File: src/sv/mep_pkg.sv
`timescale 1ns / 1ps

package mep_pkg;

  localparam logic [1:0] KIND_NOTE_OFF = 2'd0;
  localparam logic [1:0] KIND_NOTE_ON  = 2'd1;
  localparam logic [1:0] KIND_CC       = 2'd2;

  localparam logic [3:0] TYPE_NOTE_OFF = 4'h8;
  localparam logic [3:0] TYPE_NOTE_ON  = 4'h9;
  localparam logic [3:0] TYPE_CC       = 4'hB;

  typedef struct packed {
    logic [1:0] kind;
    logic [3:0] channel;
    logic [6:0] data_one;
    logic [6:0] data_two;
  } entry_t;

  typedef struct packed {
    logic        msg_valid;
    logic [1:0]  msg_kind;
    logic [6:0]  note_number;
    logic [23:0] frequency;
    logic [15:0] velocity;
    logic [10:0] channel_index;
    logic [15:0] controller_value;
  } msg_t;

  // top octave pitches, Q16 Hz
  function automatic logic [29:0] octave_top(input logic [3:0] k);
    logic [29:0] r;
    begin
      case (k)
        4'd0:    r = 30'd548668578;
        4'd1:    r = 30'd581294106;
        4'd2:    r = 30'd615859656;
        4'd3:    r = 30'd652480572;
        4'd4:    r = 30'd691279090;
        4'd5:    r = 30'd732384684;
        4'd6:    r = 30'd775934544;
        4'd7:    r = 30'd822074013;
        4'd8:    r = 30'd870957082;
        4'd9:    r = 30'd922746880;
        4'd10:   r = 30'd977616234;
        4'd11:   r = 30'd1035748352;
        default: r = 30'd0;
      endcase
      return r;
    end
  endfunction

  // (v * 32768 + 63) / 127 = 258 v + (2 v + 63) / 127
  function automatic logic [15:0] to_q15(input logic [6:0] v);
    logic [8:0]  t;
    logic [15:0] base;
    logic [1:0]  corr;
    begin
      t    = {1'b0, v, 1'b0} + 9'd63;
      base = {1'b0, v, 8'b0} + {8'b0, v, 1'b0};
      if (t >= 9'd254) begin
        corr = 2'd2;
      end else if (t >= 9'd127) begin
        corr = 2'd1;
      end else begin
        corr = 2'd0;
      end
      return base + {14'b0, corr};
    end
  endfunction

  function automatic logic [23:0] note_freq(input logic [6:0] n);
    logic [12:0] prod;
    logic [3:0]  oct;
    logic [6:0]  rem;
    logic [4:0]  sh;
    logic [30:0] sum;
    logic [30:0] val;
    begin
      prod = {6'b0, n} * 13'd43;
      oct  = prod[12:9];
      rem  = n - ({3'b0, oct} * 7'd12);
      sh   = 5'd16 - {1'b0, oct};
      sum  = {1'b0, octave_top(rem[3:0])} + (31'd1 << (sh - 5'd1));
      val  = sum >> sh;
      return val[23:0];
    end
  endfunction

endpackage

File: src/sv/midi_event_parser_fifo.sv
`timescale 1ns / 1ps

// usb midi event parser with a message queue
// input: start/busy command channel; command 0 pushes one 4-byte event
// packet (header_byte, status_byte, data_one, data_two), command 1 pops the
// oldest queued message. a word is taken at a clock edge with start high
// and busy low.
// output: every command gives exactly one result word, shown for one cycle
// while done is high; the receiver cannot stall and must take it then.
// a push result appears in the cycle after acceptance and a new
// command can be taken in that same cycle, so pushes run one per cycle.
// a pop reads the message store (synchronous read), raising busy
// for one cycle; its result is registered from the store's read register,
// and no new command is taken until it appears.
// reset (rst, synchronous) empties the queue and clears done and busy;
// the store itself is not cleared, entries are read only after a write.
// valid pushes into a full queue are discarded and flagged by packet_dropped;
// a pop of an empty queue returns msg_valid low.

module midi_event_parser_fifo import mep_pkg::*; #(
  parameter int FIFO_DEPTH = 64
) (
  input  logic        clk,
  input  logic        rst,
  input  logic        start,
  output logic        busy,
  input  logic        command,
  input  logic [7:0]  header_byte,
  input  logic [7:0]  status_byte,
  input  logic [7:0]  data_one,
  input  logic [7:0]  data_two,
  output logic        done,
  output logic        msg_valid,
  output logic [1:0]  msg_kind,
  output logic [6:0]  note_number,
  output logic [23:0] frequency,
  output logic [15:0] velocity,
  output logic [10:0] channel_index,
  output logic [15:0] controller_value,
  output logic        fifo_empty,
  output logic        packet_dropped
);

  localparam int AW = $clog2(FIFO_DEPTH);
  localparam logic [AW-1:0] LAST = AW'(FIFO_DEPTH - 1);

  logic [AW-1:0] wr_idx;
  logic          wr_wrap;
  logic [AW-1:0] rd_idx;
  logic          rd_wrap;
  logic          rd_pending;
  logic          pop_hit;
  logic          pop_empty;

  logic          accept;
  logic          empty;
  logic          full;
  logic          type_ok;
  logic          push_ok;
  logic          pop_go;
  logic [AW-1:0] wr_idx_next;
  logic          wr_wrap_next;
  logic [AW-1:0] rd_idx_next;
  logic          rd_wrap_next;
  logic          empty_after_pop;
  entry_t        wentry;
  entry_t        rentry;
  msg_t          msg;

  assign busy    = rd_pending;
  assign accept  = start && !busy;
  assign empty   = (wr_idx == rd_idx) && (wr_wrap == rd_wrap);
  assign full    = (wr_idx == rd_idx) && (wr_wrap != rd_wrap);
  assign type_ok = (header_byte != 8'h00) &&
                   (status_byte[7:4] inside {TYPE_NOTE_OFF, TYPE_NOTE_ON, TYPE_CC});
  assign push_ok = accept && !command && type_ok && !full;
  assign pop_go  = accept && command && !empty;

  always_comb begin
    wr_idx_next  = (wr_idx == LAST) ? '0 : wr_idx + 1'b1;
    wr_wrap_next = (wr_idx == LAST) ? !wr_wrap : wr_wrap;
    rd_idx_next  = (rd_idx == LAST) ? '0 : rd_idx + 1'b1;
    rd_wrap_next = (rd_idx == LAST) ? !rd_wrap : rd_wrap;
    empty_after_pop = (rd_idx_next == wr_idx) && (rd_wrap_next == wr_wrap);
  end

  always_comb begin
    wentry.kind     = (status_byte[7:4] == TYPE_CC) ? KIND_CC :
                      (status_byte[7:4] == TYPE_NOTE_ON) ? KIND_NOTE_ON : KIND_NOTE_OFF;
    wentry.channel  = status_byte[3:0];
    wentry.data_one = data_one[6:0];
    wentry.data_two = data_two[6:0];
  end

  mep_store #(
    .DEPTH (FIFO_DEPTH),
    .AW    (AW)
  ) u_store (
    .clk   (clk),
    .we    (push_ok),
    .waddr (wr_idx),
    .wdata (wentry),
    .re    (pop_go),
    .raddr (rd_idx),
    .rdata (rentry)
  );

  mep_expand u_expand (
    .hit (pop_hit),
    .e   (rentry),
    .msg (msg)
  );

  // queue pointers
  always_ff @(posedge clk) begin
    if (rst) begin
      wr_idx  <= '0;
      wr_wrap <= 1'b0;
      rd_idx  <= '0;
      rd_wrap <= 1'b0;
    end else begin
      if (push_ok) begin
        wr_idx  <= wr_idx_next;
        wr_wrap <= wr_wrap_next;
      end
      if (pop_go) begin
        rd_idx  <= rd_idx_next;
        rd_wrap <= rd_wrap_next;
      end
    end
  end

  // control
  always_ff @(posedge clk) begin
    if (rst) begin
      rd_pending <= 1'b0;
      done       <= 1'b0;
    end else begin
      rd_pending <= accept && command;
      done       <= (accept && !command) || rd_pending;
    end
  end

  // result word
  always_ff @(posedge clk) begin
    if (accept && command) begin
      pop_hit   <= !empty;
      pop_empty <= empty || empty_after_pop;
    end
    if (rd_pending) begin
      msg_valid        <= msg.msg_valid;
      msg_kind         <= msg.msg_kind;
      note_number      <= msg.note_number;
      frequency        <= msg.frequency;
      velocity         <= msg.velocity;
      channel_index    <= msg.channel_index;
      controller_value <= msg.controller_value;
      fifo_empty       <= pop_empty;
      packet_dropped   <= 1'b0;
    end else if (accept && !command) begin
      msg_valid        <= 1'b0;
      msg_kind         <= '0;
      note_number      <= '0;
      frequency        <= '0;
      velocity         <= '0;
      channel_index    <= '0;
      controller_value <= '0;
      fifo_empty       <= empty && !push_ok;
      packet_dropped   <= type_ok && full;
    end
  end

  a_pop_busy: assert property (@(posedge clk) disable iff (rst)
    (start && !busy && command) |=> (busy && !done))
    else $error("pop did not raise busy");

  a_pop_result: assert property (@(posedge clk) disable iff (rst)
    busy |=> (!busy && done && !packet_dropped))
    else $error("pop result missing after read");

  a_push_result: assert property (@(posedge clk) disable iff (rst)
    (start && !busy && !command) |=> (done && !msg_valid))
    else $error("push result missing");

  a_ptr_sane: assert property (@(posedge clk) disable iff (rst)
    (wr_idx <= LAST) && (rd_idx <= LAST))
    else $error("queue pointer out of range");

  a_cc_fields: assert property (@(posedge clk) disable iff (rst)
    (done && msg_valid && (msg_kind == KIND_CC)) |-> ((note_number == '0) && (velocity == '0)))
    else $error("control change carries note fields");

endmodule

File: src/sv/mep_store.sv
`timescale 1ns / 1ps

module mep_store import mep_pkg::*; #(
  parameter int DEPTH = 64,
  parameter int AW    = 6
) (
  input  logic          clk,
  input  logic          we,
  input  logic [AW-1:0] waddr,
  input  entry_t        wdata,
  input  logic          re,
  input  logic [AW-1:0] raddr,
  output entry_t        rdata
);

  entry_t mem [DEPTH];

  always_ff @(posedge clk) begin
    if (we) begin
      mem[waddr] <= wdata;
    end
  end

  always_ff @(posedge clk) begin
    if (re) begin
      rdata <= mem[raddr];
    end
  end

endmodule

File: src/sv/mep_expand.sv
`timescale 1ns / 1ps

module mep_expand import mep_pkg::*; (
  input  logic   hit,
  input  entry_t e,
  output msg_t   msg
);

  always_comb begin
    msg = '0;
    if (hit) begin
      msg.msg_valid = 1'b1;
      msg.msg_kind  = e.kind;
      if (e.kind == KIND_CC) begin
        msg.channel_index    = {e.data_one, e.channel};
        msg.controller_value = to_q15(e.data_two);
      end else begin
        msg.note_number   = e.data_one;
        msg.frequency     = note_freq(e.data_one);
        msg.velocity      = to_q15(e.data_two);
        msg.channel_index = {7'b0, e.channel};
      end
    end
  end

endmodule
File: config.mk
export PLATFORM = sky130hd
export DESIGN_NAME = midi_event_parser_fifo
export DESIGN_NICKNAME = d
export VERILOG_FILES = /design/src/sv/mep_pkg.sv /design/src/sv/midi_event_parser_fifo.sv /design/src/sv/mep_store.sv /design/src/sv/mep_expand.sv
export SDC_FILE = /design/constraint.sdc
export NUM_CORES = 2
export LEC_CHECK = 0
export BUFFER_PORTS_ARGS = -buffer_cell sky130_fd_sc_hd__buf_2
export CAP_MARGIN = 10
export CORE_AREA = 2 2 411 413
export CTS_CLUSTER_DIAMETER = 150
export DETAILED_ROUTE_END_ITERATION = 8
export DIE_AREA = 0 0 413 415
export PLACE_DENSITY_LB_ADDON = 0.12
export SYNTH_ARGS = -nofsm -noshare
export SYNTH_HDL_FRONTEND = slang
export SYNTH_SLANG_ARGS = --single-unit
File: constraint.sdc
create_clock -name clk -period 17.9 [get_ports clk]
set_clock_uncertainty 0.05 [all_clocks]
set_input_delay 5.37 -clock clk [delete_from_list [all_inputs] [get_ports clk]]
set_output_delay 5.37 -clock clk [all_outputs]
set_load 0.03 [all_outputs]
# Yosys cells after proc, flatten, opt, wreduce, memory -nomap -nowiden
# Memory sizes are Yosys's and may differ from the RTL's. A register that Yosys moved wholly into a read port is not among the register bits.
# Cells that the tools add are included.
# W data, S select, Z words.
[word_totals]
register_bits = 97
ramBits = 1280
romBits = 480
out_inout_bits = 81
word_cells = 105
mem_count = 2
[classes]
add_sub_neg = 10
mul = 2
order_cmp = 2
eq_ne = 11
n_shift = 2
n_mux = 34
n_reduce_logical = 25
[memory_table]
columns = ["name", "depth", "width", "rd", "rd_clocked_by_memory_dff", "write_ports", "line", "rtl"]
rows = [
  ["u_store.mem", 64, 20, 1, 1, 1, "mep_store.sv:16", "entry_t mem [DEPTH];"],
  ["(name not given)", 16, 30, 1, 0, 0, "mep_pkg.sv:34", "case (k)"],
]
[ops]
columns = ["operator", "count"]
rows = [
  ["$mux W77", 1],
  ["$mux W16", 4],
  ["$mux W30", 2],
  ["$mux W24", 2],
  ["$mux W47", 1],
  ["$mux W11", 3],
  ["$add A16 B2 Y16", 2],
  ["$add A30 B31 Y31", 1],
  ["$shl A1 B5 Y31 const A", 1],
  ["$shr A31 B5 Y24", 1],
  ["$add A15 B8 Y16", 1],
  ["$mux W2", 8],
  ["$mux W7", 2],
  ["$mul A7 B6 Y13 const B", 1],
  ["$add A6 B1 Y6 const B", 2],
  ["$eq A4 B4 Y1 const B", 3],
  ["$eq A6 B6 Y1", 2],
  ["$eq A6 B6 Y1 const B", 2],
  ["$logic_and A1 B1 Y1", 12],
  ["$mux W6", 2],
  ["$add A8 B6 Y9 const B", 1],
  ["$ge A9 B7 Y1 const B", 1],
  ["$ge A9 B8 Y1 const B", 1],
  ["$mux W1", 9],
  ["other kinds (13)", 21],
]

# Logic depth before layout (Yosys ltp)
# An unclocked memory read counts as a cell.
[logic_depth]
ltp_word = 11
ltp_mapped = 35
depth_no_buf = 32

# Hierarchy
# From an unflattened synthesis, not the netlist that was laid out.
[hier_totals]
hier_cells = 3446
hier_area_um2 = 59831.1
[modules_own_cells]
columns = ["module", "n_inst", "cells_per_inst", "area_per_inst_um2", "seq_area_each_um2"]
rows = [
  ["mep_store", 1, 2243, 49695.2, 39037.4],
  ["mep_expand", 1, 883, 6035.8, 0.0],
  ["midi_event_parser_fifo", 1, 320, 4100.2, 2742.6],
]

# Worst setup path after synthesis
# No wires, ideal clock.
[synth_timing]
path_type = "reg-to-reg"
startpoint = "register u_store.rdata[8] (netlist name)"
endpoint = "register frequency[5], data pin"
setup_time_ns = 0.264
arrival_time_ns = 7.839
required_ns = 17.586
setup_slack_ns = 9.747
stages_incl_launch_ff = 35
path_buffers = 4
synth_period_minus_slack_ns = 8.153
cell_sequence = "edfxtp_1 -> ha_1 -> inv_1 -> fa_1 -> fa_1 -> inv_1 -> ha_1 -> nand4_1 -> o22ai_2 -> or4_1 -> o311ai_4 -> clkbuf_1 -> clkbuf_1 -> ha_1 -> clkbuf_1 -> inv_1 -> a211oi_2 -> nor3_1 -> or2b_1 -> nand2b_1 -> clkbuf_1 -> nor2_1 -> ha_1 -> a21oi_1 -> o21bai_1 -> a2111oi_0 -> nand2_1 -> o21ai_0 -> xnor2_1 -> mux2_2 -> nor2_1 -> a21oi_1 -> mux2_2 -> a32oi_1 -> o21ai_0"
[synth_between]
elab_chain_len = 11
word_cells_on_any_way = 14
[synth_rtl]
columns = ["item", "line", "rtl"]
rows = [
  ["$mul A7 B6 Y13", "mep_pkg.sv:80", "prod = {6'b0, n} * 13'd43;"],
  ["$mul A4 B2 Y2", "mep_pkg.sv:82", "rem = n - ({3'b0, oct} * 7'd12);"],
  ["$sub A4 B4 Y4", "mep_pkg.sv:82", ""],
  ["$mem_v2 Z16 W30", "n/a", ""],
  ["$mux W30", "mep_expand.sv:14", "if (e.kind == KIND_CC) begin"],
  ["$mux W30", "mep_expand.sv:11", "if (hit) begin"],
  ["$add A30 B31 Y31", "mep_pkg.sv:84", "sum = {1'b0, octave_top(rem[3:0])} + (31'd1 << (sh - 5'd1));"],
  ["$shr A31 B5 Y24 *", "mep_pkg.sv:85", "val = sum >> sh;"],
  ["$mux W47 *", "mep_expand.sv:14", ""],
  ["$mux W77 *", "mep_expand.sv:11", ""],
  ["$mux W24 *", "midi_event_parser_fifo.sv:150", "if (rd_pending) begin"],
  ["to (signal assigned)", "midi_event_parser_fifo.sv:154", "frequency <= msg.frequency;"],
  ["to (decl)", "midi_event_parser_fifo.sv:36", "output logic [23:0] frequency,"],
]
# Mark *: on every way between the ends. The rest lies on a longest branch, timed or not. The select of a mux whose other input is x is not followed.
# A chain may end at the register's enable or synchronous reset.

# Final worst setup path
[layout_timing]
startpoint = "register u_store.rdata[7] (netlist name)"
endpoint = "register frequency[5], data pin"
[layout_between]
elab_chain_len = 11
word_cells_on_any_way = 14
[layout_rtl]
columns = ["item", "line"]
rows = [
  ["$mul A7 B6 Y13", "mep_pkg.sv:80"],
  ["$mul A4 B2 Y2", "mep_pkg.sv:82"],
  ["$sub A4 B4 Y4", "mep_pkg.sv:82"],
  ["$mem_v2 Z16 W30", "n/a"],
  ["$mux W30", "mep_expand.sv:14"],
  ["$mux W30", "mep_expand.sv:11"],
  ["$add A30 B31 Y31", "mep_pkg.sv:84"],
  ["$shr A31 B5 Y24 *", "mep_pkg.sv:85"],
  ["$mux W47 *", "mep_expand.sv:14"],
  ["$mux W77 *", "mep_expand.sv:11"],
  ["$mux W24 *", "midi_event_parser_fifo.sv:150"],
]
# Marked as above.

==> results_dict.tcl <==
set metrics [dict create \
    postCtsHoldBufs 0 \
    start_util_pct 34.9 \
    seqCellArea_um2 41800 \
    yosys_warnings 0 \
    fin_crit_ns 9.56 \
    synth.avg_cell_area_um2 19.7 \
    setup_viol 0 \
    route.detailed.drc 0 \
    clock-root-buffer "clkbuf_16" \
    synthFlopType "edfxtp_1" \
    end_kind "register" \
    leakage_nw 20.8 \
    timing.setup.tns_ns 0 \
    fillers 14900 \
    arrival_ns 9.98 \
    drt_iter0_drc 2685 \
    cts_resized 0 \
    gp_congestion 0.832 \
    cpMostUsedCell "ha_1" \
    synth_area_um2 58200 \
    powerDensity_nw_per_um2 106 \
    nets 3294 \
    worstPathRequired_ns 18.31 \
    drive_above_1_share_pct 29.0 \
    slew_headroom_pct 16.2 \
    place_area_um2 61900 \
    die_h_um 415 \
    port_buffers 114 \
    clk_path_buf_depth 3 \
    postRouteAntennaNets 0 \
    routed-via-count 29200 \
    outcome "completed" \
    netlist_instances 2961 \
    hold_viol_final 0 \
    synth_edf_count 1380 \
    routedWlPerCell_um 28.1 \
    grt_pass1_vias 30700 \
    clock.fmax_mhz 105 \
    core_um2 167000 \
    layout_common_cells "1380 x edfxtp_1, 422 x mux4_2, 155 x clkbuf_16" \
    startpoint "u_store.rdata[7]" \
    holdWs_ns 0.430 \
    worst_pin_slew_ns 1.26 \
    fin_crit_sh_pct 53.4 \
    cts_max_level 4 \
    critPathLaunchType "register" \
    synth_top_cell_by_area "edfxtp_1" \
    syn2layout_area_growth_pct 15.2 \
    cts.sinks 1397 \
    finalNonFillerCells 5513 \
    synth_nets 3079 \
    cts_tree "done" \
    min-delay-start "packet_dropped" \
    grt_pass1_wl_um 220000 \
    cap_violations 0 \
    async_flop_share_pct 0 \
    multi_input_area_um2 15800 \
    cts_setup_buffers 0 \
    hp-class "register to register" \
    wirelength_um 155000 \
    ys_ff_latch 1397 \
    cts_made_buffers 153 \
    globalRouteTotalUtil_pct 18.1 \
    overflow 0 \
    pre_cts_slack_ns 8.38 \
    yosysSeqAreaShare_pct 71.8 \
    path_class "register to register" \
    worstPathMaxFanout 36 \
    first_pass_iters 6 \
    avgViaCountPerCell 5.30 \
    layout_commonest_cell "edfxtp_1" \
    crit-reg2reg-launch "u_store.rdata[7]" \
    hpwl_um 88900 \
    fin_ws_ns 8.34 \
    slowest_stage "a2111oi_0" \
    antenna_found_initial 3 \
    rsz0062_at_grt "no" \
    synth_cell_types 81 \
    slew_violations 0 \
    path_clk_slew_ns 0.06 \
    insertion_delay_ns 0.78 \
    num_rows 150 \
    dp_cells 5218 \
    ir_drop_uv 99.6 \
    cp_slowest_stage_delay_ns 1.00 \
    grt_max_degree 134 \
    die_width_um 413 \
    yosys.area.top_type_share_pct 71.2 \
    ys_top_cells_by_area "edfxtp_1 71%, mux4_2 16%, ha_1 1.6%, nor2_1 1.3%, mux2i_1 0.81%" \
    num_io_pins 117 \
    final_area_um2 67000 \
    dieArea_um2 171000 \
]
==> logic make-up (layout without fill, tap and decap cells) <==
logic type / after synthesis / count (layout) / synth area share (%)
other: 0 / 7 / 0
buffers and inverters: 201 / 542 / 1.32
AOI/OAI and AO/OA: 284 / 284 / 3.22
and+or+nand+nor: 456 / 456 / 3.54
adders and majority gates: 82 / 82 / 1.85
xor gates and xnor gates: 65 / 65 / 0.978
DFF: 1397 / 1397 / 71.8
muxes: 476 / 476 / 17.3
==> flip-flops by register name (all words and copies together) (netlist names) <==
signal	count
rd_idx	6
wr_idx	6
msg_kind	2
rd_wrap	1
fifo_empty	1
velocity	16
frequency	24
pop_hit	1
pop_empty	1
msg_valid	1
note_number	7
channel_index	11
controller_value	16
busy	1
packet_dropped	1
wr_wrap	1
done	1
u_store.mem	1280
u_store.rdata	20
==> area by class of cell <==
cell class                      instances  area share, %
Inverter                               39          0.220
Clock buffer                          191           5.99
Sequential cell                      1397           62.4
Clock inverter                         90           1.42
Antenna cell                            7         0.0261
Timing Repair Buffer                  222           2.25
Tap cell                             2204           4.12
Multi-Input combinational cell       1363           23.6
==> worst paths after layout <==
check             cells after the start        endpoint  slack (ns)
setup / recovery                     32    frequency[5]        8.34
hold / removal                        1  packet_dropped        0.43
setup reg to reg                     32    frequency[5]        8.34
hold reg to reg                       1  packet_dropped        0.43
==> power by group <==
part | total [W] | internal [W] | switching, W
clock network | 0.00309 | 0.00179 | 0.00130
logic | 0.000427 | 0.000138 | 0.000290
registers | 0.00361 | 0.00360 | 0.00000496
==> per-stage QoR <==
stage	total power [W]	utilization, %
after floorplan	0.00395	-
after global placement	0.00409	37.1
after detailed placement	0.00410	37.1
after CTS	0.00721	40.1
after global routing	0.00737	40.2
final	0.00713	40.2
==> worst max-delay path: cells and delay by family, from the launching register on <==
kind | cells | cell delay [ns]
adder cells (fa/ha/maj) | 6 | 2.40
AO/OA/AOI/OAI | 12 | 2.98
AND/OR/NAND/NOR | 7 | 1.45
multiplexers | 2 | 0.65
flip-flops | 1 | 0.71
buffers and inverters | 4 | 0.91
XOR/XNOR | 1 | 0.09
==> cell usage after synthesis, types with 7 or more instances <==
library cell / number
edfxtp_1: 1380
mux4_2: 422
nor2_1: 199
clkbuf_1: 116
nand2_1: 111
a21oi_1: 87
ha_1: 75
o21ai_0: 50
mux2i_1: 47
buf_1: 43
xnor2_1: 41
inv_1: 36
nand3_1: 27
xor2_1: 24
and2_1: 21
and3_1: 19
a21o_1: 18
dfxtp_1: 17
a211oi_1: 15
nor3_1: 15
o22ai_1: 15
nand2b_1: 11
nor2b_1: 10
or3_1: 10
nand4_1: 9
o21a_1: 9
o31ai_1: 9
o211ai_1: 8
fa_1: 7
mux2_2: 7
==> metal layers <==
| layer | up-vias | part of all wire [%] | GRT usage, % |
|---|---|---|---|
| met4 | 2 | 2.3 | 4.83 |
| li1 | 12600 | - | - |
| met5 | - | 0.0084 | 0 |
| met3 | 219 | 4.4 | 2.91 |
| met2 | 767 | 51 | 31.2 |
| met1 | 15600 | 42 | 23.6 |
No activity file was read; power rests on OpenSTA's default activity.
